**config.mk**
```make
export PLATFORM = sky130hd
export DESIGN_NAME = energy_vad_speech_segmenter_flat
export DESIGN_NICKNAME = d
export VERILOG_FILES = /design/src/hdl/evss_pkg.sv /design/src/hdl/evss_if.sv /design/src/hdl/evss_cfg_regs.sv /design/src/hdl/evss_front.sv /design/src/hdl/evss_frame_acc.sv /design/src/hdl/evss_segmenter.sv /design/src/hdl/energy_vad_speech_segmenter.sv /design/src/flat_wrapper.sv
export SDC_FILE = /design/constraint.sdc
export NUM_CORES = 2
export LEC_CHECK = 0
export ABC_AREA = 0
export BUFFER_PORTS_ARGS = -buffer_cell sky130_fd_sc_hd__buf_2
export CORE_ASPECT_RATIO = 1.25
export CORE_MARGIN = 2
export CORE_UTILIZATION = 65
export CTS_CLUSTER_SIZE = 40
export DETAILED_ROUTE_END_ITERATION = 8
export PLACE_DENSITY = 0.83
export SLEW_MARGIN = 40
export SYNTH_ARGS = -nofsm -noshare
export SYNTH_HDL_FRONTEND = slang
export SYNTH_SLANG_ARGS = --single-unit
```
**constraint.sdc**
```tcl
create_clock -name clock -period 9.7 [get_ports clock]
set_clock_uncertainty 0.15 [all_clocks]
set_input_delay 0.97 -clock clock [delete_from_list [all_inputs] [get_ports clock]]
set_output_delay 0.97 -clock clock [all_outputs]
set_load 0.005 [all_outputs]
```
**src/hdl/evss_pkg.sv**
```systemverilog
// ----------------------------------------------------------------------------
// evss_pkg
// Shared types, register indexes and defaults for the energy based voice
// activity detector and speech segmenter.
// ----------------------------------------------------------------------------
package evss_pkg;

   // default sizing of the frame and of the segment counters
   localparam int MAX_FRAME_DEF  = 4096;
   localparam int COUNT_BITS_DEF = 24;

   // fixed field widths
   localparam int SAMPLE_BITS    = 16;
   localparam int THRESH_BITS    = 15;
   localparam int THRESH_SQ_BITS = 2 * THRESH_BITS;
   localparam int SQ_BITS        = 31;
   localparam int CFG_COUNT_BITS = 24;
   localparam int CSR_INDEX_BITS = 3;

   // reset values of the configuration registers
   localparam logic [THRESH_BITS-1:0]    THRESH_RESET    = THRESH_BITS'(328);
   localparam logic [THRESH_SQ_BITS-1:0] THRESH_SQ_RESET = THRESH_SQ_BITS'(328 * 328);
   localparam logic [CFG_COUNT_BITS-1:0] SILENCE_RESET   = CFG_COUNT_BITS'(48000);
   localparam logic [CFG_COUNT_BITS-1:0] MIN_SEG_RESET   = CFG_COUNT_BITS'(24000);

   // register indexes
   typedef enum logic [CSR_INDEX_BITS-1:0] {
      REG_DETECTOR_ENABLED = 3'd0,
      REG_CHANNEL_COUNT    = 3'd1,
      REG_ENERGY_THRESHOLD = 3'd2,
      REG_SILENCE_LIMIT    = 3'd3,
      REG_MIN_SEGMENT      = 3'd4
   } reg_index_type;

   // segment event codes
   typedef enum logic [1:0] {
      EVENT_NONE      = 2'd0,
      EVENT_ACCEPTED  = 2'd1,
      EVENT_DISCARDED = 2'd2
   } seg_event_type;

   // channel payloads
   typedef struct packed {
      logic signed [SAMPLE_BITS-1:0] sample_first;
      logic signed [SAMPLE_BITS-1:0] sample_second;
      logic                          frame_last;
   } req_payload_type;

   typedef struct packed {
      logic                      frame_is_speech;
      logic [1:0]                segment_event;
      logic [CFG_COUNT_BITS-1:0] segment_samples;
      logic                      segment_open;
   } rsp_payload_type;

   typedef struct packed {
      logic [CSR_INDEX_BITS-1:0] index;
      logic [CFG_COUNT_BITS-1:0] value;
   } csr_payload_type;

   // configuration as seen by the datapath
   typedef struct packed {
      logic                      detector_enabled;
      logic [1:0]                channel_count;
      logic [THRESH_SQ_BITS-1:0] threshold_sq;
      logic [CFG_COUNT_BITS-1:0] silence_limit;
      logic [CFG_COUNT_BITS-1:0] min_segment;
   } cfg_type;

endpackage

```
**src/hdl/evss_if.sv**
```systemverilog
// ----------------------------------------------------------------------------
// evss channel interfaces
// Valid/ready channels for sample requests, frame results and register writes.
// ----------------------------------------------------------------------------
interface evss_req_if import evss_pkg::*; ();
   logic            valid;
   logic            ready;
   req_payload_type data;

   modport source (output valid, output data, input ready);
   modport sink   (input valid, input data, output ready);
endinterface

interface evss_rsp_if import evss_pkg::*; ();
   logic            valid;
   logic            ready;
   rsp_payload_type data;

   modport source (output valid, output data, input ready);
   modport sink   (input valid, input data, output ready);
endinterface

interface evss_csr_if import evss_pkg::*; ();
   logic            valid;
   logic            ready;
   csr_payload_type data;

   modport source (output valid, output data, input ready);
   modport sink   (input valid, input data, output ready);
endinterface

```
**src/hdl/evss_cfg_regs.sv**
```systemverilog
// ----------------------------------------------------------------------------
// evss_cfg_regs
// Configuration registers; the energy threshold is squared as it is written.
// ----------------------------------------------------------------------------
module evss_cfg_regs import evss_pkg::*; (
   input  logic            clock,
   input  logic            reset,
   input  logic            wr_valid,
   input  csr_payload_type wr_data,
   output logic            wr_ready,
   output cfg_type         cfg
);

   cfg_type                   cfg_ff;
   cfg_type                   cfg_in;
   logic [THRESH_BITS-1:0]    thresh;
   logic [THRESH_SQ_BITS-1:0] thresh_sq;

   assign wr_ready = 1'b1;
   assign cfg      = cfg_ff;

   // threshold square, one multiply ahead of the register
   always_comb begin
      thresh    = wr_data.value[THRESH_BITS-1:0];
      thresh_sq = thresh * thresh;
   end

   // register write decode
   always_comb begin
      cfg_in = cfg_ff;
      if (wr_valid) begin
         case (reg_index_type'(wr_data.index))
            REG_DETECTOR_ENABLED: cfg_in.detector_enabled = wr_data.value[0];
            REG_CHANNEL_COUNT:    cfg_in.channel_count    = wr_data.value[1:0];
            REG_ENERGY_THRESHOLD: cfg_in.threshold_sq     = thresh_sq;
            REG_SILENCE_LIMIT:    cfg_in.silence_limit    = wr_data.value;
            REG_MIN_SEGMENT:      cfg_in.min_segment      = wr_data.value;
            default:              cfg_in = cfg_ff;
         endcase
      end
   end

   always_ff @(posedge clock) begin
      if (reset) begin
         cfg_ff.detector_enabled <= 1'b1;
         cfg_ff.channel_count    <= 2'd1;
         cfg_ff.threshold_sq     <= THRESH_SQ_RESET;
         cfg_ff.silence_limit    <= SILENCE_RESET;
         cfg_ff.min_segment      <= MIN_SEG_RESET;
      end else begin
         cfg_ff <= cfg_in;
      end
   end

endmodule

```
**src/hdl/evss_front.sv**
```systemverilog
// ----------------------------------------------------------------------------
// evss_front
// Request register, mono downmix and squared magnitude register.
// ----------------------------------------------------------------------------
module evss_front import evss_pkg::*; (
   input  logic               clock,
   input  logic               reset,
   input  logic               advance,
   input  logic               req_valid,
   input  req_payload_type    req_data,
   input  logic [1:0]         channel_count,
   output logic               sq_valid,
   output logic [SQ_BITS-1:0] sq,
   output logic               sq_last
);

   logic                          in_valid_ff;
   req_payload_type               in_data_ff;
   logic                          sq_valid_ff;
   logic [SQ_BITS-1:0]            sq_ff;
   logic [SQ_BITS-1:0]            sq_in;
   logic                          sq_last_ff;
   logic signed [SAMPLE_BITS:0]   pair_sum;
   logic signed [SAMPLE_BITS-1:0] mono;
   logic [SAMPLE_BITS-1:0]        mag;
   logic [2*SAMPLE_BITS-1:0]      prod;

   assign sq_valid = sq_valid_ff;
   assign sq       = sq_ff;
   assign sq_last  = sq_last_ff;

   // mono sample: floor of the average with two channels
   always_comb begin
      pair_sum = {in_data_ff.sample_first[SAMPLE_BITS-1], in_data_ff.sample_first}
               + {in_data_ff.sample_second[SAMPLE_BITS-1], in_data_ff.sample_second};
      mono     = channel_count[1] ? pair_sum[SAMPLE_BITS:1] : in_data_ff.sample_first;
      mag      = mono[SAMPLE_BITS-1] ? (~mono + SAMPLE_BITS'(1)) : mono;
      prod     = mag * mag;
      sq_in    = prod[SQ_BITS-1:0];
   end

   // valid bits of both stages
   always_ff @(posedge clock) begin
      if (reset) begin
         in_valid_ff <= 1'b0;
         sq_valid_ff <= 1'b0;
      end else if (advance) begin
         in_valid_ff <= req_valid;
         sq_valid_ff <= in_valid_ff;
      end
   end

   // payload of both stages
   always_ff @(posedge clock) begin
      if (advance) begin
         in_data_ff <= req_data;
         sq_ff      <= sq_in;
         sq_last_ff <= in_data_ff.frame_last;
      end
   end

endmodule

```
**src/hdl/evss_frame_acc.sv**
```systemverilog
// ----------------------------------------------------------------------------
// evss_frame_acc
// Frame energy accumulation against the threshold and frame end detection.
// ----------------------------------------------------------------------------
module evss_frame_acc import evss_pkg::*; #(
   parameter int MAX_FRAME = MAX_FRAME_DEF
) (
   input  logic                          clock,
   input  logic                          reset,
   input  logic                          advance,
   input  logic                          sq_valid,
   input  logic [SQ_BITS-1:0]            sq,
   input  logic                          sq_last,
   input  cfg_type                       cfg,
   output logic                          frm_valid,
   output logic                          frm_speech,
   output logic [$clog2(MAX_FRAME+1)-1:0] frm_n
);

   localparam int FrameBits = $clog2(MAX_FRAME + 1);
   localparam int DiffBits  = SQ_BITS + 1 + $clog2(MAX_FRAME);

   // running sum of (square - threshold square); speech when not negative
   logic signed [DiffBits-1:0] diff_ff;
   logic signed [DiffBits-1:0] diff_in;
   logic signed [DiffBits-1:0] term;
   logic signed [DiffBits-1:0] diff_sum;
   logic [FrameBits-1:0]       count_ff;
   logic [FrameBits-1:0]       count_in;
   logic [FrameBits-1:0]       count_next;
   logic                       frame_end;
   logic                       frm_valid_ff;
   logic                       frm_valid_in;
   logic                       frm_speech_ff;
   logic                       frm_speech_in;
   logic [FrameBits-1:0]       frm_n_ff;

   assign frm_valid  = frm_valid_ff;
   assign frm_speech = frm_speech_ff;
   assign frm_n      = frm_n_ff;

   // accumulate and classify at the frame end
   always_comb begin
      term       = signed'(DiffBits'(sq)) - signed'(DiffBits'(cfg.threshold_sq));
      diff_sum   = diff_ff + term;
      count_next = count_ff + FrameBits'(1);
      frame_end  = sq_last || (count_next == FrameBits'(MAX_FRAME));
      diff_in       = diff_ff;
      count_in      = count_ff;
      frm_valid_in  = 1'b0;
      frm_speech_in = !cfg.detector_enabled || !diff_sum[DiffBits-1];
      if (sq_valid) begin
         if (frame_end) begin
            diff_in      = '0;
            count_in     = '0;
            frm_valid_in = 1'b1;
         end else begin
            diff_in  = diff_sum;
            count_in = count_next;
         end
      end
   end

   always_ff @(posedge clock) begin
      if (reset) begin
         diff_ff      <= '0;
         count_ff     <= '0;
         frm_valid_ff <= 1'b0;
      end else if (advance) begin
         diff_ff      <= diff_in;
         count_ff     <= count_in;
         frm_valid_ff <= frm_valid_in;
      end
   end

   // frame result payload
   always_ff @(posedge clock) begin
      if (advance) begin
         frm_speech_ff <= frm_speech_in;
         frm_n_ff      <= count_next;
      end
   end

   // frame never grows past its maximum
   a_count_range: assert property (@(posedge clock) disable iff (reset)
      count_ff < FrameBits'(MAX_FRAME))
      else $error("frame sample count out of range");

   // a finished frame holds at least one sample
   a_frame_nonempty: assert property (@(posedge clock) disable iff (reset)
      frm_valid_ff |-> (frm_n_ff != '0))
      else $error("empty frame reported");

endmodule

```
**src/hdl/evss_segmenter.sv**
```systemverilog
// ----------------------------------------------------------------------------
// evss_segmenter
// Segment and silence counters, end of segment decision and result register.
// ----------------------------------------------------------------------------
module evss_segmenter import evss_pkg::*; #(
   parameter int MAX_FRAME  = MAX_FRAME_DEF,
   parameter int COUNT_BITS = COUNT_BITS_DEF
) (
   input  logic                           clock,
   input  logic                           reset,
   input  logic                           frm_valid,
   input  logic                           frm_speech,
   input  logic [$clog2(MAX_FRAME+1)-1:0] frm_n,
   input  cfg_type                        cfg,
   input  logic                           rsp_ready,
   output logic                           rsp_valid,
   output rsp_payload_type                rsp_data,
   output logic                           advance
);

   localparam int SumBits = COUNT_BITS + 1;
   localparam int CmpBits = (COUNT_BITS > CFG_COUNT_BITS) ? COUNT_BITS : CFG_COUNT_BITS;
   localparam logic [COUNT_BITS-1:0] CountMax = {COUNT_BITS{1'b1}};

   logic [COUNT_BITS-1:0] seg_ff;
   logic [COUNT_BITS-1:0] seg_in;
   logic [COUNT_BITS-1:0] sil_ff;
   logic [COUNT_BITS-1:0] sil_in;
   logic [SumBits-1:0]    seg_sum;
   logic [SumBits-1:0]    sil_sum;
   logic [COUNT_BITS-1:0] seg_sat;
   logic [COUNT_BITS-1:0] sil_sat;
   logic [COUNT_BITS-1:0] reported;
   seg_event_type         seg_event;
   logic                  rsp_valid_ff;
   rsp_payload_type       rsp_data_ff;
   rsp_payload_type       rsp_data_in;

   // whole pipeline moves while the result register is free or drained
   assign advance   = !rsp_valid_ff || rsp_ready;
   assign rsp_valid = rsp_valid_ff;
   assign rsp_data  = rsp_data_ff;

   // saturating counter updates
   always_comb begin
      seg_sum = SumBits'(seg_ff) + SumBits'(frm_n);
      sil_sum = SumBits'(sil_ff) + SumBits'(frm_n);
      seg_sat = seg_sum[COUNT_BITS] ? CountMax : seg_sum[COUNT_BITS-1:0];
      sil_sat = sil_sum[COUNT_BITS] ? CountMax : sil_sum[COUNT_BITS-1:0];
   end

   // segment decision for one finished frame
   always_comb begin
      seg_in    = seg_ff;
      sil_in    = sil_ff;
      reported  = '0;
      seg_event = EVENT_NONE;
      if (frm_speech) begin
         seg_in   = seg_sat;
         sil_in   = '0;
         reported = seg_sat;
      end else if (seg_ff != '0) begin
         seg_in   = seg_sat;
         sil_in   = sil_sat;
         reported = seg_sat;
         if (CmpBits'(sil_sat) >= CmpBits'(cfg.silence_limit)) begin
            seg_event = (CmpBits'(seg_sat) >= CmpBits'(cfg.min_segment)) ?
                        EVENT_ACCEPTED : EVENT_DISCARDED;
            seg_in    = '0;
            sil_in    = '0;
         end
      end
      rsp_data_in.frame_is_speech = frm_speech;
      rsp_data_in.segment_event   = seg_event;
      rsp_data_in.segment_samples = CFG_COUNT_BITS'(reported);
      rsp_data_in.segment_open    = (seg_in != '0);
   end

   always_ff @(posedge clock) begin
      if (reset) begin
         seg_ff       <= '0;
         sil_ff       <= '0;
         rsp_valid_ff <= 1'b0;
      end else if (advance) begin
         rsp_valid_ff <= frm_valid;
         if (frm_valid) begin
            seg_ff <= seg_in;
            sil_ff <= sil_in;
         end
      end
   end

   // result payload
   always_ff @(posedge clock) begin
      if (advance && frm_valid) begin
         rsp_data_ff <= rsp_data_in;
      end
   end

   // a closing event leaves no segment open and only follows a silent frame
   a_event_closes: assert property (@(posedge clock) disable iff (reset)
      (rsp_valid_ff && (rsp_data_ff.segment_event != EVENT_NONE))
      |-> (!rsp_data_ff.segment_open && !rsp_data_ff.frame_is_speech))
      else $error("segment event with segment still open");

   // silence is only counted inside a segment
   a_silence_in_segment: assert property (@(posedge clock) disable iff (reset)
      (sil_ff != '0) |-> (seg_ff != '0))
      else $error("silence counted outside a segment");

   // a silent frame with no segment reports zero length
   a_idle_zero: assert property (@(posedge clock) disable iff (reset)
      (rsp_valid_ff && !rsp_data_ff.segment_open
         && (rsp_data_ff.segment_event == EVENT_NONE))
      |-> (rsp_data_ff.segment_samples == '0))
      else $error("nonzero length reported with no segment");

endmodule

```
**src/hdl/energy_vad_speech_segmenter.sv**
```systemverilog
// ----------------------------------------------------------------------------
// energy_vad_speech_segmenter
// Energy based voice activity detection and speech segmentation.
//
//   channel   direction  payload                                   note
//   req_chan  in         sample_first, sample_second, frame_last   one sample
//   rsp_chan  out        frame_is_speech, segment_event,           one per frame
//                        segment_samples, segment_open
//   csr_chan  in         index, value                              always ready
//
// One request is taken every cycle while the pipeline advances; a frame
// result is valid on rsp_chan once the request that ends the frame has
// passed the request, square and frame registers, then the result register.
// Reset restores the register defaults.
// While a result waits on rsp_chan the whole pipeline holds and req_chan is
// not ready; an empty result register lets it run on.
// ----------------------------------------------------------------------------
module energy_vad_speech_segmenter import evss_pkg::*; #(
   parameter int MAX_FRAME  = MAX_FRAME_DEF,
   parameter int COUNT_BITS = COUNT_BITS_DEF
) (
   input  logic           clock,
   input  logic           reset,
   evss_req_if.sink       req_chan,
   evss_rsp_if.source     rsp_chan,
   evss_csr_if.sink       csr_chan
);

   localparam int FrameBits = $clog2(MAX_FRAME + 1);

   cfg_type              cfg;
   logic                 advance;
   logic                 sq_valid;
   logic [SQ_BITS-1:0]   sq;
   logic                 sq_last;
   logic                 frm_valid;
   logic                 frm_speech;
   logic [FrameBits-1:0] frm_n;

   assign req_chan.ready = advance;

   // configuration registers
   evss_cfg_regs u_cfg (
      .clock    (clock),
      .reset    (reset),
      .wr_valid (csr_chan.valid),
      .wr_data  (csr_chan.data),
      .wr_ready (csr_chan.ready),
      .cfg      (cfg)
   );

   // request register and squared mono sample
   evss_front u_front (
      .clock         (clock),
      .reset         (reset),
      .advance       (advance),
      .req_valid     (req_chan.valid),
      .req_data      (req_chan.data),
      .channel_count (cfg.channel_count),
      .sq_valid      (sq_valid),
      .sq            (sq),
      .sq_last       (sq_last)
   );

   // frame energy and classification
   evss_frame_acc #(
      .MAX_FRAME (MAX_FRAME)
   ) u_frame (
      .clock      (clock),
      .reset      (reset),
      .advance    (advance),
      .sq_valid   (sq_valid),
      .sq         (sq),
      .sq_last    (sq_last),
      .cfg        (cfg),
      .frm_valid  (frm_valid),
      .frm_speech (frm_speech),
      .frm_n      (frm_n)
   );

   // segment tracking and result register
   evss_segmenter #(
      .MAX_FRAME  (MAX_FRAME),
      .COUNT_BITS (COUNT_BITS)
   ) u_segment (
      .clock      (clock),
      .reset      (reset),
      .frm_valid  (frm_valid),
      .frm_speech (frm_speech),
      .frm_n      (frm_n),
      .cfg        (cfg),
      .rsp_ready  (rsp_chan.ready),
      .rsp_valid  (rsp_chan.valid),
      .rsp_data   (rsp_chan.data),
      .advance    (advance)
   );

endmodule
```
**src/flat_wrapper.sv**
```systemverilog
// flat-port wrapper written by rule: the top's interface ports become plain ports
module energy_vad_speech_segmenter_flat import evss_pkg::*;
#(
   parameter int MAX_FRAME  = MAX_FRAME_DEF,
   parameter int COUNT_BITS = COUNT_BITS_DEF
)
  (clock, reset, req_chan_valid, req_chan_data, req_chan_ready, rsp_chan_valid, rsp_chan_data, rsp_chan_ready, csr_chan_valid, csr_chan_data, csr_chan_ready);
  evss_req_if req_chan_i ();
  evss_rsp_if rsp_chan_i ();
  evss_csr_if csr_chan_i ();
  input  logic clock;
  input  logic reset;
  input wire logic [$bits(req_chan_i.valid)-1:0] req_chan_valid;
  input wire logic [$bits(req_chan_i.data)-1:0] req_chan_data;
  output wire logic [$bits(req_chan_i.ready)-1:0] req_chan_ready;
  output wire logic [$bits(rsp_chan_i.valid)-1:0] rsp_chan_valid;
  output wire logic [$bits(rsp_chan_i.data)-1:0] rsp_chan_data;
  input wire logic [$bits(rsp_chan_i.ready)-1:0] rsp_chan_ready;
  input wire logic [$bits(csr_chan_i.valid)-1:0] csr_chan_valid;
  input wire logic [$bits(csr_chan_i.data)-1:0] csr_chan_data;
  output wire logic [$bits(csr_chan_i.ready)-1:0] csr_chan_ready;
  assign req_chan_i.valid = req_chan_valid;
  assign req_chan_i.data = req_chan_data;
  assign req_chan_ready = req_chan_i.ready;
  assign rsp_chan_valid = rsp_chan_i.valid;
  assign rsp_chan_data = rsp_chan_i.data;
  assign rsp_chan_i.ready = rsp_chan_ready;
  assign csr_chan_i.valid = csr_chan_valid;
  assign csr_chan_i.data = csr_chan_data;
  assign csr_chan_ready = csr_chan_i.ready;
  energy_vad_speech_segmenter #(.MAX_FRAME(MAX_FRAME), .COUNT_BITS(COUNT_BITS)) u_core (.clock(clock), .reset(reset), .req_chan(req_chan_i), .rsp_chan(rsp_chan_i), .csr_chan(csr_chan_i));
endmodule
```
After elaboration in Yosys (flattened, before gate mapping):

Index checks and enable logic that the tools add are counted.

* bits in registers: 297
* output and inout port bits: 31
* logic and storage cells: 80

* add/subtract/negate cells: 7
* multiply operators: 2
* order comparisons: 2
* equal/unequal tests: 5
* muxes and demuxes: 17
* bitwise logic cells: 3
* reduce and logical (&&, ||, !) cells: 20

Operators by type and width (number)
* two-way mux 24 bit: 10
* adder 24 x 13 -> 25 bit: 2
* >= comparator 24 bit: 2
* nonzero test 24 bit: 2
* adder 44 bit: 1
* two-way mux 44 bit: 1
* two-way mux 16 bit: 2
* subtractor 31 x 30 -> 32 bit: 1
* multiplier 16 x 16 -> 31 bit: 1
* multiplier 15 x 15 -> 30 bit: 1
* adder 16 x 16 -> 17 bit: 1
* adder 16 x 2 -> 16 bit, second input constant: 1
* inverter 16 bit: 1
* AND reduction 2 bit: 7
* adder 13 x 1 -> 13 bit, second input constant: 1
* equality test 13 bit, second input constant: 1
* two-way mux 13 bit: 1
* equality test 3 x 2 -> 1 bit, second input constant: 2
* equality test 3 x 1 -> 1 bit, second input constant: 1
* equality test 3 bit, second input constant: 1
* zero test 1 bit: 3
* zero test 3 bit: 1
* logical OR 1 bit: 3
* AND reduction 3 bit: 1
* 6 further kinds: 8

Logic depth before layout (Yosys ltp):

* depth after elaboration: 7
* depth in mapped cells: 37

Modules after synthesis:

From an unflattened synthesis, not the netlist that was laid out.

* cells, all modules: 3861
* area total of the unflattened synthesis: 33139.3 um^2

By module, submodules not included
* evss_front: times used 1, cells an instance 1065, area an instance 10490.1 um^2, sequential area each 1961.9 um^2
* evss_cfg_regs: times used 1, cells an instance 1116, area an instance 9426.5 um^2, sequential area each 1601.5 um^2
* evss_frame_acc: times used 1, cells an instance 920, area an instance 6969.2 um^2, sequential area each 1581.5 um^2
* evss_segmenter: times used 1, cells an instance 760, area an instance 6253.5 um^2, sequential area each 1821.7 um^2

Worst setup path after synthesis:

OpenSTA, ideal clock, no wires.

* kind: reg2reg
* from: register u_core.u_front.in_data_ff[25] (netlist bit)
* to: register u_core.u_front.sq_ff[30], in the netlist u_core.u_front.sq[30] (data pin)
* data arrival time: 8.113 ns
* data required time: 9.290 ns
* path slack: 1.177 ns
* cell stages (with the launch flop): 33
* clock period less this slack: 8.523 ns
* path through: edfxtp_1 -> ha_1 -> clkbuf_1 -> a21oi_1 -> o21ai_0 -> o31ai_1 -> a211oi_1 -> or3b_1 -> a2111oi_4 -> nor2_1 -> xnor2_1 -> buf_4 -> nand2_1 -> fa_1 -> inv_1 -> fa_1 -> fa_1 -> fa_1 -> fa_1 -> inv_1 -> fa_1 -> inv_1 -> ha_1 -> clkbuf_1 -> and3_1 -> a221oi_1 -> o21ai_0 -> a21o_1 -> nor3_1 -> a21oi_1 -> a31oi_1 -> xnor2_1 -> xnor2_1

* cells in the longest elaborated chain, start to end: 6

RTL lines
* start, declared: line evss_front.sv:18 `req_payload_type in_data_ff;`
* start signal, assigned: line evss_front.sv:56 `in_data_ff <= req_data;`
* adder 16 x 16 -> 17 bit: line evss_front.sv:35 `+ {in_data_ff.sample_second[SAMPLE_BITS-1], in_data_ff.sample_second};`
* two-way mux 16 bit *: line evss_front.sv:36 `mono = channel_count[1] ? pair_sum[SAMPLE_BITS:1] : in_data_ff.sample_first;`
* inverter 16 bit: line evss_front.sv:37 `mag = mono[SAMPLE_BITS-1] ? (~mono + SAMPLE_BITS'(1)) : mono;`
* adder 16 x 2 -> 16 bit: line evss_front.sv:37
* two-way mux 16 bit *: line evss_front.sv:37
* multiplier 16 x 16 -> 31 bit *: line evss_front.sv:38 `prod = mag * mag;`
* net u_core.u_front.prod[30]: line evss_front.sv:26 `logic [2*SAMPLE_BITS-1:0] prod;`
* end signal, assigned: line evss_front.sv:57 `sq_ff <= sq_in;`
* end, declared: line evss_front.sv:20 `logic [SQ_BITS-1:0] sq_ff;`

Mark *: on every way through the listed nets, which the timed path passes. The rest lies on a longest branch.
A chain may end at the register's enable or synchronous reset.

Worst setup path after layout:

* from: register u_core.u_front.in_data_ff[18] (netlist bit)
* to: register u_core.u_front.sq_ff[30], in the netlist u_core.u_front.sq[30] (data pin)

The elaborated chain is that of the path after synthesis.

==> results.yml <==
outcome:
  outcome: "completed"
worst_setup_path:
  required_ns: 9.83
  cp_slowest_cell: "fa_1"
  cp-start-kind: "flop"
  cp_data_arrival_time_ns: 9.40
  rrSetupSlack_ns: 0.43
  crit_type: "reg -> reg"
  cp_max_fo: 10
  path_common_cell: "fa_1"
  slowest_delay_ns: 0.54
  cp-end-kind: "flop"
floorplan:
  dieHeight_um: 251
  start_util_pct: 65.8
  die_w_um: 202
  die-area_um2: 50600
  num_rows: 90
  io-pin-count: 96
  core_um2: 48200
routing:
  viasPerCell: 5.89
  wl_per_cell_um: 17.6
  num_vias: 25400
  drc_errors: 0
  drtPass1Iterations: 5
  finalWirelength_mm: 75.8
  ant_nets: 0
  drt_iter0_drc: 1674
timing:
  layout_min_cycle_time_ns: 9.27
  relSlewSlack_pct: 42.7
  fin_crit_sh_pct: 95.6
  max_freq_ghz: 0.108
  hold_viol: 0
  hold_ws_ns: 0.267
  drv_slew: 0
  rsz0062_at_grt: "true"
  tightest_slew_ns: 0.858
  setup-violations-final: 0
  setup-tns-final_ns: 0
final_layout:
  drive_above_1_share_pct: 7.69
  diodes: 0
  nets: 4363
  syn_to_final_growth_pct: 7.39
  fin_area_um2: 34100
  fillCellCount: 3795
global_routing:
  grt_first_pass_wirelength_mm: 126
  antenna_found_initial: 0
  overflow: 0
  grt_max_degree: 74
  grt_pass1_vias: 26300
  grt.total_usage_pct: 30.8
run:
  cap_violations: 0
synth:
  ys_ff_latch: 294
  async_flop_share_pct: 0
  syn-cell-area_um2: 31700
  synth_top_flop_cell: "dfxtp_1"
  avgSynthCellArea_um2: 8.83
  ys_seq_area_share_pct: 21.9
  synth-edff-count: 106
  syn_inst: 3592
  synth_cell_types: 115
  ys_warn_count: 0
clock_tree:
  clockBufferDepth: 3
  insertion_delay_ns: 0.55
  path_clk_slew_ns: 0.06
  cts_hold_buf: 0
  cts_buffers: 34
  cts.sinks: 294
  htree_levels: 2
  cts_root_buf: "clkbuf_16"
  cts_tree: "built"
min_path:
  hp-class: "reg -> reg"
placed_design:
  place_hpwl_mm: 59.7
  place_area_um2: 32800
  place_congestion: 0.970
  port_buffers: 94
[cell usage in the layout (no fill, tap or decap), types with 28 or more instances in the layout]
cell type	count
a21o_1	74
a21oi_1	224
and2_1	84
buf_2	93
buf_4	33
clkbuf_16	35
dfxtp_1	188
edfxtp_1	106
fa_1	307
ha_1	348
inv_1	522
nand2_1	390
nand2b_1	32
nand3_1	70
nand4_1	31
nor2_1	249
nor2b_1	33
nor3_1	43
o211ai_1	33
o21a_1	28
o21ai_0	114
xnor2_1	114
xor2_1	58
[final cells by class]
| type | instances | area (µm²) | area share (%) |
|---|---|---|---|
| Tap cell | 644 | 806 | 2.37 |
| Multi-Input combinational cell | 2645 | 22400 | 65.6 |
| Sequential cell | 294 | 6950 | 20.4 |
| Timing Repair Buffer | 127 | 724 | 2.13 |
| Clock inverter | 16 | 221 | 0.650 |
| Clock buffer | 45 | 973 | 2.86 |
| Inverter | 541 | 2040 | 5.98 |
[routing by layer]
layer	wire length, µm	vias up	global-route usage [%]
met1	28200	12200	33.8
met5	0	-	0
met4	5230	0	19.1
met2	38900	786	56.7
li1	-	12200	-
met3	3420	262	3.55
[worst max-delay path: cells and delay by family (launching register included)]
family          cells  cell delay, ns
compound gates     12            3.03
xor+xnor            3            0.68
fa+ha+maj           8            3.62
buf+inv             4            0.35
flops               1            0.42
simple gates        4            0.72
[state kept, by name (all words and copies together) (netlist names)]
| signal | cells |
|---|---|
| u_core.u_cfg.cfg | 79 |
| u_core.u_frame.diff_ff | 44 |
| u_core.u_front.in_data_ff | 33 |
| u_core.u_front.sq | 30 |
| u_core.u_segment.rsp_data | 28 |
| u_core.u_segment.seg_ff | 24 |
| u_core.u_segment.sil_ff | 24 |
| u_core.u_frame.count_ff | 13 |
| u_core.u_frame.frm_n | 13 |
| u_core.u_frame.frm_speech | 1 |
| u_core.u_frame.frm_valid | 1 |
| u_core.u_front.in_valid_ff | 1 |
| u_core.u_front.sq_last | 1 |
| u_core.u_front.sq_valid | 1 |
| u_core.u_segment.rsp_valid | 1 |
[repair_timing]
item                                    4_1_cts  5_1_grt
gates resized for setup                       0       10
endpoints found under the setup margin        0        8
buffers inserted                              0        2
[metrics by stage]
step / setup WS (ns) / cells / utilization, %
global placement: 0.508 / 4249 / 68.0
finish: 0.429 / 4312 / 70.7
detailed placement: 0.263 / 4249 / 68.0
global route: -0.0772 / 4312 / 70.7
floorplan: 1.18 / 3603 / -
CTS: 0.226 / 4310 / 70.5
[Yosys cell counts (10+ instances only)]
cell	n	area share, %
a211oi_1	18	0.43
a21boi_0	11	0.26
a21o_1	74	1.8
a21oi_1	224	3.5
a22o_1	26	0.72
a22oi_1	27	0.64
a31oi_1	24	0.47
and2_1	83	1.6
and3_1	26	0.51
buf_2	11	0.17
clkbuf_1	100	1.2
dfxtp_1	188	12
edfxtp_1	106	10
fa_1	307	19
ha_1	348	14
inv_1	524	6.2
inv_2	14	0.17
mux2i_1	10	0.32
nand2_1	390	4.6
nand2b_1	32	0.63
nand3_1	71	1.1
nand4_1	31	0.61
nor2_1	252	3.0
nor2b_1	33	0.65
nor3_1	43	0.68
nor4_1	15	0.30
o211ai_1	33	0.78
o21a_1	28	0.66
o21ai_0	114	1.8
o21bai_1	13	0.31
o31ai_1	14	0.33
or2_2	13	0.26
or3_1	13	0.26
xnor2_1	117	3.2
xor2_1	58	1.6
[final timing paths]
check	start	depth (start not counted)	end
max	u_core.u_front.in_data_ff[18]$_DFFE_PN_	31	u_core.u_front.sq[30]$_DFFE_PN_
max reg2reg	u_core.u_front.in_data_ff[18]$_DFFE_PN_	31	u_core.u_front.sq[30]$_DFFE_PN_
min	u_core.u_front.in_data_ff[0]$_DFFE_PN_	0	u_core.u_front.sq_last$_DFFE_PN_
min reg2reg	u_core.u_front.in_data_ff[0]$_DFFE_PN_	0	u_core.u_front.sq_last$_DFFE_PN_
[kinds of logic after synthesis]
logic type                 count (synthesis)  share of synthesized area (%)
AOI/OAI and AO/OA                        731                           15.6
xor gates and xnor gates                 182                           5.30
adders and majority gates                655                           33.1
buffers and inverters                    664                           7.99
DFF                                      294                           21.9
muxes                                     12                          0.422
other                                      2                         0.0237
and+or+nand+nor                         1052                           15.6
Power is not shown: default switching activity piles up to over one toggle a cycle in this logic, so the estimate is an artifact.
